[src/design/kgt_pkg.sv]
// Shared types and constants for the keyed grant table.
// No dependencies; imported by every module of the block.
`default_nettype none
package kgt_pkg;

    typedef enum logic [2:0] {
        OP_ALLOW  = 3'd0,
        OP_REVOKE = 3'd1,
        OP_CLEAR  = 3'd2,
        OP_QUERY  = 3'd3,
        OP_CHECK  = 3'd4,
        OP_STATS  = 3'd5
    } t_op;

    typedef enum logic [1:0] {
        S_IDLE,
        S_SCAN,
        S_FIN
    } t_state;

    localparam logic CFG_MASTER = 1'b0;
    localparam logic CFG_FREQ   = 1'b1;

    // ceil(2^85 / 1e9): (p >> 9) times this, shifted down by 76, is p / 1e9
    localparam logic [55:0] NS_RECIP   = 56'd38685626227668134;
    localparam logic [31:0] FREQ_RESET = 32'd19200000;

    // Command word held for the whole scan.
    typedef struct packed {
        t_op         op;
        logic [31:0] uid;
        logic [31:0] flags;
        logic [63:0] tok;
        logic [63:0] now;
    } t_cmd;

    // Scan word passed from cell to cell.
    typedef struct packed {
        logic        vld;
        logic        stop;
        logic        found;
        logic        tok_ok;
        logic        free_vld;
        logic [31:0] flags;
    } t_wave;

    // Entry write broadcast at the end of an allow.
    typedef struct packed {
        logic        en;
        logic [31:0] user;
        logic [31:0] flags;
        logic [63:0] tok;
        logic [63:0] exp;
    } t_wr;

endpackage
`default_nettype wire

[src/design/kgt_cell.sv]
// One table entry plus its stage of the scan chain.
// Depends on kgt_pkg for the command, scan and write words.
`default_nettype none
module kgt_cell import kgt_pkg::*; #(
    parameter int IDX = 0,
    parameter int IW  = 4,
    parameter int CW  = 5
) (
    input  wire logic          i_clk,
    input  wire logic          i_rst_n,
    input  wire t_cmd          i_cmd,
    input  wire logic [CW-1:0] i_n,
    input  wire t_wave         i_wave,
    input  wire logic [IW-1:0] i_free_idx,
    input  wire logic [CW-1:0] i_live,
    input  wire logic          i_clr,
    input  wire t_wr           i_wr,
    input  wire logic [IW-1:0] i_wr_idx,
    output t_wave              o_wave,
    output logic [IW-1:0]      o_free_idx,
    output logic [CW-1:0]      o_live
);

    logic [31:0]   r_user;
    logic [31:0]   r_flags;
    logic [63:0]   r_tok;
    logic [63:0]   r_exp;
    logic          r_act;
    t_wave         r_wave;
    logic [IW-1:0] r_free_idx;
    logic [CW-1:0] r_live;

    logic [31:0]   n_flags;
    logic [63:0]   n_tok;
    logic          n_act;
    t_wave         n_wave;
    logic [IW-1:0] n_free_idx;
    logic [CW-1:0] n_live;

    logic in_use, hit, expd;

    assign in_use = i_wave.vld && (CW'(IDX) < i_n);
    assign hit    = in_use && r_act && (r_user == i_cmd.uid);
    assign expd   = (r_exp != 64'd0) && (i_cmd.now > r_exp);

    always_comb begin
        n_flags    = r_flags;
        n_tok      = r_tok;
        n_act      = r_act;
        n_wave     = i_wave;
        n_free_idx = i_free_idx;
        n_live     = i_live;
        unique case (i_cmd.op)
            OP_ALLOW: begin
                if (hit && !i_wave.stop) begin
                    n_flags      = r_flags | i_cmd.flags;
                    if (i_cmd.tok != 64'd0) n_tok = i_cmd.tok;
                    n_wave.stop  = 1'b1;
                    n_wave.found = 1'b1;
                end else if (in_use && !r_act && !i_wave.free_vld) begin
                    n_wave.free_vld = 1'b1;
                    n_free_idx      = IW'(IDX);
                end
            end
            OP_REVOKE: begin
                if (hit) begin
                    n_act        = 1'b0;
                    n_wave.found = 1'b1;
                end
            end
            OP_QUERY: begin
                if (hit && !i_wave.stop) begin
                    if (expd) begin
                        n_act = 1'b0;
                    end else begin
                        n_wave.flags = r_flags;
                        n_wave.stop  = 1'b1;
                    end
                end
            end
            OP_CHECK: begin
                if (hit && !i_wave.stop) begin
                    n_wave.stop = 1'b1;
                    if (expd) n_act = 1'b0;
                    else n_wave.tok_ok = (r_tok == i_cmd.tok);
                end
            end
            OP_STATS: begin
                if (in_use && r_act && !expd) n_live = i_live + CW'(1);
            end
            default: ;
        endcase
        // clear and fill happen only after the scan, never with it
        if (i_clr) begin
            n_act = 1'b0;
        end else if (i_wr.en && i_wr_idx == IW'(IDX)) begin
            n_act   = 1'b1;
            n_flags = i_wr.flags;
            n_tok   = i_wr.tok;
        end
    end

    always_ff @(posedge i_clk) begin
        if (!i_rst_n) begin
            r_act  <= 1'b0;
            r_wave <= '0;
        end else begin
            r_act  <= n_act;
            r_wave <= n_wave;
        end
    end

    always_ff @(posedge i_clk) begin
        r_flags    <= n_flags;
        r_tok      <= n_tok;
        r_free_idx <= n_free_idx;
        r_live     <= n_live;
        if (i_wr.en && i_wr_idx == IW'(IDX)) begin
            r_user <= i_wr.user;
            r_exp  <= i_wr.exp;
        end
    end

    assign o_wave     = r_wave;
    assign o_free_idx = r_free_idx;
    assign o_live     = r_live;

endmodule
`default_nettype wire

[config.mk]
export PLATFORM = sky130hd
export DESIGN_NAME = kgt_cell
export DESIGN_NICKNAME = d
export VERILOG_FILES = /design/src/design/kgt_pkg.sv /design/src/design/kgt_cell.sv
export SDC_FILE = /design/constraint.sdc
export NUM_CORES = 1
export LEC_CHECK = 0
export ABC_AREA = 1
export BUFFER_PORTS_ARGS = -buffer_cell sky130_fd_sc_hd__buf_2
export CAP_MARGIN = 25
export CELL_PAD_IN_SITES_DETAIL_PLACEMENT = 0
export CELL_PAD_IN_SITES_GLOBAL_PLACEMENT = 1
export CORE_UTILIZATION = 35
export CTS_CLUSTER_SIZE = 14
export DETAILED_ROUTE_END_ITERATION = 10
export GPL_TIMING_DRIVEN = 0
export HOLD_SLACK_MARGIN = 0.02
export PLACE_DENSITY = 0.85
export SLEW_MARGIN = 25
export SYNTH_ARGS = -nofsm -noshare
export SYNTH_HDL_FRONTEND = slang
export SYNTH_SLANG_ARGS = --single-unit
[constraint.sdc]
create_clock -name i_clk -period 5.8 [get_ports i_clk]
set_input_delay 0.29 -clock i_clk [delete_from_list [all_inputs] [get_ports i_clk]]
set_output_delay 0.29 -clock i_clk [all_outputs]
set_load 0.02 [all_outputs]
# Word-level counts from Yosys, hierarchy flattened
# Index checks and enable logic that the tools add are counted.
# W data, S select, Z words.
[op_classes]
n_eq_ne = 9
n_mul = 0
n_mux = 35
order_cmp = 2
shifts = 0
n_reduce_logical = 21
n_bitwise = 2
n_addsub = 1
n_div = 0
[ops]
columns = ["cell", "count"]
rows = [
  ["$mux W64", 5],
  ["$mux W32", 7],
  ["$reduce_bool A64 Y1", 2],
  ["$eq A64 B64 Y1", 1],
  ["$gt A64 B64 Y1", 1],
  ["$eq A32 B32 Y1", 1],
  ["$or A32 B32 Y32", 1],
  ["$mux W1", 14],
  ["$mux W4", 3],
  ["$mux W5", 2],
  ["$logic_and A1 B1 Y1", 9],
  ["$eq A3 B3 Y1 const B", 2],
  ["$ne A3 B1 Y1 const B", 2],
  ["$add A5 B1 Y5 const B", 1],
  ["$lt A1 B5 Y1 const A", 1],
  ["$logic_not A1 Y1", 4],
  ["$logic_not A4 Y1", 1],
  ["$pmux W1 S2", 2],
  ["$reduce_and A4 Y1", 1],
  ["$reduce_or A2 Y1", 2],
  ["$eq A3 B1 Y1 const B", 1],
  ["$eq A3 B2 Y1 const B", 1],
  ["$logic_not A3 Y1", 1],
  ["$ne A3 B3 Y1 const B", 1],
  ["other kinds (4)", 4],
]
[totals]
rom_bits = 0
reg_bits = 239
wordCells = 83
in_bits = 446
ramBits = 0
output_inout_bits = 46
latch_bits = 0
mem_count = 0

# Logic depth before layout (Yosys ltp)
# Gate-level depths: netlist of the first run.
[depth]
word_depth = 9
ltp_mapped = 20

# Worst setup path before layout of the first run
# No wires, ideal clock.
[synth_timing]
path_type = "input port to flip-flop"
startpoint = "input i_wr_idx[3]"
endpoint = "register r_tok[55]"
slack_ps = 1654
n_path_buf = 2
arrival_time_ps = 4033
required_time_ps = 5686
path_stages = 10
cell_sequence = "nor2_1 -> and3_1 -> inv_1 -> nor2_1 -> clkinv_1 -> clkbuf_1 -> buf_2 -> nor2_1 -> o21bai_1 -> inv_1"
[synth_between]
elab_chain_cells = 4
[synth_lines]
columns = ["element", "line_no", "source"]
rows = [
  ["from (decl)", "kgt_cell.sv:18", "input wire logic [IW-1:0] i_wr_idx,"],
  ["$logic_not A4 Y1", "kgt_cell.sv:96", "end else if (i_wr.en && i_wr_idx == IW'(IDX)) begin"],
  ["$logic_and A1 B1 Y1", "kgt_cell.sv:96", ""],
  ["$mux W64", "kgt_cell.sv:96", ""],
  ["$mux W64", "kgt_cell.sv:94", "if (i_clr) begin"],
  ["named net n_tok[55]", "kgt_cell.sv:34", "logic [63:0] n_tok;"],
  ["to (signal assigned)", "kgt_cell.sv:115", "r_tok <= n_tok;"],
  ["to (decl)", "kgt_cell.sv:26", "logic [63:0] r_tok;"],
]
# The timed path passes the listed nets, and every way through them passes these cells.
# A chain may end at the register's enable or synchronous reset.

# Final worst setup path of the first run
[layout_timing]
startpoint = "input i_wr_idx[3]"
endpoint = "register r_flags[16]"
[layout_between]
elab_chain_cells = 4
[layout_lines]
columns = ["element", "line_no", "source"]
rows = [
  ["$logic_not A4 Y1", "kgt_cell.sv:96", ""],
  ["$logic_and A1 B1 Y1", "kgt_cell.sv:96", ""],
  ["$mux W32", "kgt_cell.sv:96", ""],
  ["$mux W32", "kgt_cell.sv:94", ""],
  ["named net n_flags[16]", "kgt_cell.sv:33", "logic [31:0] n_flags;"],
  ["to (signal assigned)", "kgt_cell.sv:114", "r_flags <= n_flags;"],
  ["to (decl)", "kgt_cell.sv:25", "logic [31:0] r_flags;"],
]
# The timed path passes the listed nets, and every way through them passes these cells.

==> results.sh, run 1 <==
export IMPL_status="complete, no violations"
export IMPL_yosysTopAreaCell="edfxtp_1"
export IMPL_drt_first_pass_iters=7
export IMPL_ioPinCount=492
export IMPL_yosysWarnings=0
export IMPL_drtIter0Drc=389
export IMPL_root_buffer="clkbuf_16"
export IMPL_drc=0
export IMPL_clock_skew_ns=0.0187
export IMPL_slew_viol_final=0
export IMPL_finalHoldWorstSlack_ns=0.0453
export IMPL_drt_total_wl_mm=43.8
export IMPL_dpl_cell_count=2504
export IMPL_core_um2=35500
export IMPL_synth_nets=2061
export IMPL_critPathRequiredTime_ns=6.24
export IMPL_fill_cells=3313
export IMPL_clkSlewWorstSetupHoldPaths_ns=0.06
export IMPL_hpwl_mm=33.4
export IMPL_route_top_layer_used="met5"
export IMPL_setup_worst_path_start_class="input pin"
export IMPL_fmax_mhz=305
export IMPL_die_area_um2=36800
export IMPL_clk_latency_ns=0.56
export IMPL_globalRouteOverflowTotal=0
export IMPL_htreeDepth=1
export IMPL_rr_startpoint="r_user[2]$_DFFE_PP_"
export IMPL_antenna_found_initial=13
export IMPL_wl_met1_mm=17.2
export IMPL_synth_seq_cells=239
export IMPL_rsz0062_at_grt="false"
export IMPL_yosysSeqAreaShare_pct=45.6
export IMPL_grt_max_degree=42
export IMPL_min_from="i_wr[95]"
export IMPL_cts_made_buffers=29
export IMPL_syn2layout_area_growth_pct=48.9
export IMPL_wl_per_cell_um=15.8
export IMPL_min_path_type="in2reg"
export IMPL_cts_sinks=239
export IMPL_setup_viol=0
export IMPL_p_leak_nw=9.34
export IMPL_p_total_mw=4.93
export IMPL_layout_commonest_cell="buf_2"
export IMPL_synth_area_um2=12600
export IMPL_final_cell_mix="506 x buf_2, 275 x inv_1, 241 x nand2_1"
export IMPL_std_cell_rows=69
export IMPL_path_max_fanout=30
export IMPL_grt_pass1_wl_mm=65.5
export IMPL_synth_cell_type_count=34
export IMPL_period_needed_ns=3.28
export IMPL_cts_max_path_buffers=3
export IMPL_syn_avg_cell_area_um2=8.13
export IMPL_start_util_pct=35.5
export IMPL_finalNonFillerCells=2770
export IMPL_arrival_ns=3.72
export IMPL_grt_pass1_vias=13000
export IMPL_viasPerCell=4.60
export IMPL_wl_met2_mm=21.4
export IMPL_drive_gt1_share_pct=25.2
export IMPL_io_buffers=491
export IMPL_cts_resized=0
export IMPL_ant_nets=0
export IMPL_global_route_usage_total_pct=22.9
export IMPL_gp_congestion=0.871
export IMPL_worstSetupEndpointType="flop"
export IMPL_maxCapViolations=0
export IMPL_tritoncts="yes"
export IMPL_synth_top_area_share_pct=22.9
export IMPL_fin_crit_sh_pct=56.5
export IMPL_route_met3_wl_mm=3.76
export IMPL_die_h_um=192
export IMPL_ir_drop_mv=0.256
export IMPL_synthCells=1550
export IMPL_cp_startpoint="i_wr_idx[3]"
export IMPL_synth_area_top_cells="edfxtp_1 23%, dfxtp_1 23%, inv_1 8.2%, nand2_1 7.2%, nor2_1 6.7%"
export IMPL_vias=12700
export IMPL_tightest_slew_ns=0.729
export IMPL_critical_path_class="in2reg"
export IMPL_slew_headroom_pct=51.2
export IMPL_nets=2790
export IMPL_finalHoldViolCount=0
export IMPL_powerDensity_nw_per_um2=263
export IMPL_die_width_um=192
## worst paths after layout
check / cells past startpoint / endpoint / slack, ns
worst min register to register: 2 / r_act$_SDFFE_PP0P_ / 0.48
worst max register to register: 11 / r_flags[16]$_DFF_P_ / 2.66
worst min-delay path: 4 / r_tok[31]$_DFF_P_ / 0.05
worst max-delay path: 11 / r_flags[16]$_DFF_P_ / 2.52
## layer usage
| metal | up-vias | track usage [%] |
|---|---|---|
| met5 | - | 0 |
| met4 | 8 | 8.97 |
| met3 | 88 | 6.18 |
| li1 | 6427 | - |
| met1 | 5771 | 25.3 |
| met2 | 445 | 41.4 |
## report_power, final
part           internal (mW)  switching [mW]  leakage (nW)
Combinational          0.528           0.403          6.77
Sequential              1.95           0.114          2.07
Clock                   1.18           0.754         0.496
Total                   3.66            1.27          9.34
## synth_stat cells, drive strengths merged
library cell	number
nor4	22
o21ai	77
clkbuf	18
nor4b	1
nand3	32
and3	2
nand2	241
nor2	225
or2	9
o22ai	1
edfxtp	96
o21bai	64
inv	275
a21o	2
o2111ai	1
dfxtp	143
xor2	20
nand4	38
xnor2	67
o21a	4
buf	28
ha	65
nor3	12
nand3b	4
a21oi	69
nor3b	32
clkinv	2
## cells by family (layout without fill, tap and decap cells)
group / Yosys count / in the layout / synth area share [%]
AO/OA/AOI/OAI: 218 / 218 / 10.1
XOR/XNOR: 87 / 87 / 6.05
adder cells (fa/ha/maj): 65 / 65 / 6.45
buffers and inverters: 323 / 1074 / 10.2
flip-flops: 239 / 239 / 45.6
other: 0 / 8 / 0
AND/OR/NAND/NOR: 618 / 618 / 21.6
## sequential cells by signal, indices dropped and copies added (netlist names)
| register | flops |
|---|---|
| r_tok | 64 |
| r_act | 1 |
| o_live | 5 |
| r_flags | 32 |
| o_free_idx | 4 |
| r_exp | 64 |
| r_user | 32 |
| o_wave | 37 |
## critical path: stages
cell and delay, ns:
buf_2 0.10, nor2_1 0.12, and3_4 0.49, inv_1 0.11, nor2_1 0.58, clkinv_1 0.49
clkbuf_1 0.35, clkbuf_1 0.35, nor2_1 0.18, a21oi_1 0.06, dlygate4sd3_1 0.56
## through the flow
| step | util [%] | TNS [ns] | setup slack (ns) | area, um^2 |
|---|---|---|---|---|
| floorplan | - | 0 | 1.65 | 12600 |
| global placement | 44.1 | -41.37 | -0.716 | 15600 |
| detailed placement | 44.2 | 0 | 2.40 | 15700 |
| CTS | 52.8 | 0 | 2.54 | 18700 |
| global route | 52.8 | 0 | 2.24 | 18800 |
| finish | 52.9 | 0 | 2.52 | 18800 |
## repair_timing
action,CTS,global route
endpoints found under the hold margin,171,0
buffers inserted,0,0
hold buffers,205,0
## cell type report
| type | count | area, um^2 | share of cell area (%) |
|---|---|---|---|
| clock buffer | 39 | 835 | 4.45 |
| tap | 461 | 577 | 3.07 |
| clock inverter | 14 | 179 | 0.954 |
| multi-input combinational | 988 | 5570 | 29.7 |
| antenna | 8 | 20.0 | 0.107 |
| inverter | 277 | 1040 | 5.54 |
| timing repair buffer | 698 | 4550 | 24.2 |
| buffer | 46 | 248 | 1.32 |
| sequential | 239 | 5750 | 30.6 |
Note: power is estimated with default switching activity, not from simulation.
==> run 2, diff against run 1 <==
==> constraint.sdc (replaced) <==
create_clock -name i_clk -period 3.1 [get_ports i_clk]
set_input_delay 0.155 -clock i_clk [delete_from_list [all_inputs] [get_ports i_clk]]
set_output_delay 0.155 -clock i_clk [all_outputs]
set_load 0.02 [all_outputs]
==> results.sh, run 2 (synthesis results as in run 1) <==
export IMPL_status="complete, no violations"
export IMPL_cts_max_path_buffers=3
export IMPL_met2_usage_pct=42.5
export IMPL_grt_use_met3_pct=5.79
export IMPL_vias=13500
export IMPL_power_internal_mw=7.03
export IMPL_multi_input_area_um2=5640
export IMPL_viasPerCell=4.65
export IMPL_busiest_layer="met2"
export IMPL_setup_viol=0
export IMPL_path_max_fanout=10
export IMPL_path_cells="xnor2_2 > nand2_1 > nor2_1 > nand2_1 > nor2_1 > nand3_2 > nor2_4 > nand3_2 > buf_4 > buf_6 > nand2_1 > o21ai_2 > o21bai_1 > dlygate4sd3_1 > inv_1"
export IMPL_gp_congestion=0.906
export IMPL_p_total_mw=9.46
export IMPL_cts_made_buffers=30
export IMPL_crit_path_top_delay_cell="dlygate4sd3_1"
export IMPL_finalHoldViolCount=0
export IMPL_clk_latency_ns=0.57
export IMPL_die_area_um2=36800
export IMPL_slowest_delay_ns=0.57
export IMPL_p_comb_share_pct=21.6
export IMPL_die_width_um=192
export IMPL_clkSlewWorstSetupHoldPaths_ns=0.06
export IMPL_min_path_type="in2reg"
export IMPL_rsz0062_at_grt="true"
export IMPL_hpwl_mm=33.4
export IMPL_final_cell_mix="503 x buf_2, 333 x dlygate4sd3_1, 274 x inv_1"
export IMPL_grtUsageMet1_pct=27.5
export IMPL_fill_cells=3118
export IMPL_cts_sinks=239
export IMPL_core_um2=35500
export IMPL_fin_crit_sh_pct=95.4
export IMPL_drt_first_pass_iters=7
export IMPL_htreeDepth=1
export IMPL_clkPwrFrac_pct=37.7
export IMPL_start_util_pct=35.5
export IMPL_regArea_um2=5750
export IMPL_drc=0
export IMPL_antenna_found_initial=7
export IMPL_die_h_um=192
export IMPL_power_switching_mw=2.43
export IMPL_io_buffers=491
export IMPL_drive_gt1_share_pct=24.4
export IMPL_post_place_ws_ns=-0.124
export IMPL_critical_path_class="reg2reg"
export IMPL_period_needed_ns=2.96
export IMPL_slew_headroom_pct=59.1
export IMPL_powerDensity_nw_per_um2=470
export IMPL_ant_nets=0
export IMPL_grt_pass1_wl_mm=68.8
export IMPL_setup_worst_path_start_class="flop"
export IMPL_globalRouteOverflowTotal=0
export IMPL_fmax_mhz=338
export IMPL_global_route_usage_total_pct=23.9
export IMPL_clock_skew_ns=0.0232
export IMPL_layout_commonest_cell="buf_2"
export IMPL_root_buffer="clkbuf_16"
export IMPL_critPathRequiredTime_ns=3.56
export IMPL_grt_pass1_vias=13600
export IMPL_ioPinCount=492
export IMPL_ir_drop_mv=0.544
export IMPL_worstSetupEndpointType="flop"
export IMPL_drtIter0Drc=541
export IMPL_maxCapViolations=0
export IMPL_finish_utilization_pct=56.7
export IMPL_grt_max_degree=43
export IMPL_tightest_slew_ns=0.613
export IMPL_fin_setup_tns_ns=0
export IMPL_swShare_pct=25.7
export IMPL_slew_viol_final=0
export IMPL_critical_path_top_cell_by_count="nand2_1"
export IMPL_tritoncts="yes"
export IMPL_wl_per_cell_um=15.7
export IMPL_syn2layout_area_growth_pct=59.8
export IMPL_finalHoldWorstSlack_ns=0.0441
export IMPL_arrival_ns=3.42
export IMPL_nets=2922
export IMPL_p_leak_nw=9.89
export IMPL_worst_slack_ns=0.143
export IMPL_drt_total_wl_mm=45.6
export IMPL_pwr_share_seq_pct=40.8
export IMPL_std_cell_rows=69
==> run 2: area by class of cell <==
cell class | instances | share of cell area (%)
Clock buffer | 46 | 4.49
Antenna cell | 4 | 0.0497
Buffer | 46 | 1.27
Timing Repair Buffer | 829 | 29.1
Tap cell | 461 | 2.87
Clock inverter | 10 | 0.528
Multi-Input combinational cell | 988 | 28.0
Inverter | 277 | 5.17
Sequential cell | 239 | 28.5
==> run 2: path summary, 6_finish.rpt <==
path	slack [ns]	end	cells after the start	startpoint
setup / recovery	0.14	r_tok[22]$_DFF_P_	15	r_user[7]$_DFFE_PP_
setup reg to reg	0.14	r_tok[22]$_DFF_P_	15	r_user[7]$_DFFE_PP_
hold reg to reg	0.48	r_act$_SDFFE_PP0P_	2	r_act$_SDFFE_PP0P_
hold / removal	0.04	r_tok[16]$_DFF_P_	5	i_cmd[80]
==> run 2: through the flow <==
step / std cells / cell area [um^2]
3_3_place_gp: 2502 / 15600
6_report: 2900 / 20100
4_1_cts: 2893 / 20000
5_1_grt: 2899 / 20100
2_1_floorplan: 1550 / 12600
3_5_place_dp: 2504 / 15700
==> run 2: per-layer routing <==
| metal | wire length, um | vias to the layer above |
|---|---|---|
| met2 | 22300 | 508 |
| met1 | 17900 | 6154 |
| met3 | 3690 | 120 |
| met4 | 1690 | 4 |
| met5 | 27 | - |
| li1 | - | 6691 |
==> run 2: power groups by stage <==
stage / combinational, mW / sequential, mW / clock (mW)
2_1_floorplan: 0.841 / 3.92 / 0
3_3_place_gp: 1.36 / 3.90 / 0
3_5_place_dp: 1.40 / 3.91 / 0
4_1_cts: 1.99 / 3.85 / 3.63
5_1_grt: 2.27 / 3.90 / 3.78
6_report: 2.04 / 3.86 / 3.56
==> run 2: repair_timing <==
item / 4_1_cts / 5_1_grt
gates resized for setup: 0 / 16
endpoints found under the setup margin: 0 / 75
endpoints found under the hold margin: 239 / 0
hold buffers: 333 / 0
buffers inserted: 0 / 3
==> run 2: critical path, delay by kind of cell, from the launching register on <==
family,cells,cell delay [ns]
AOI/OAI and AO/OA,2,0.22
DFF,1,0.42
buffers and inverters,4,0.96
xor gates and xnor gates,1,0.25
and+or+nand+nor,8,1.00
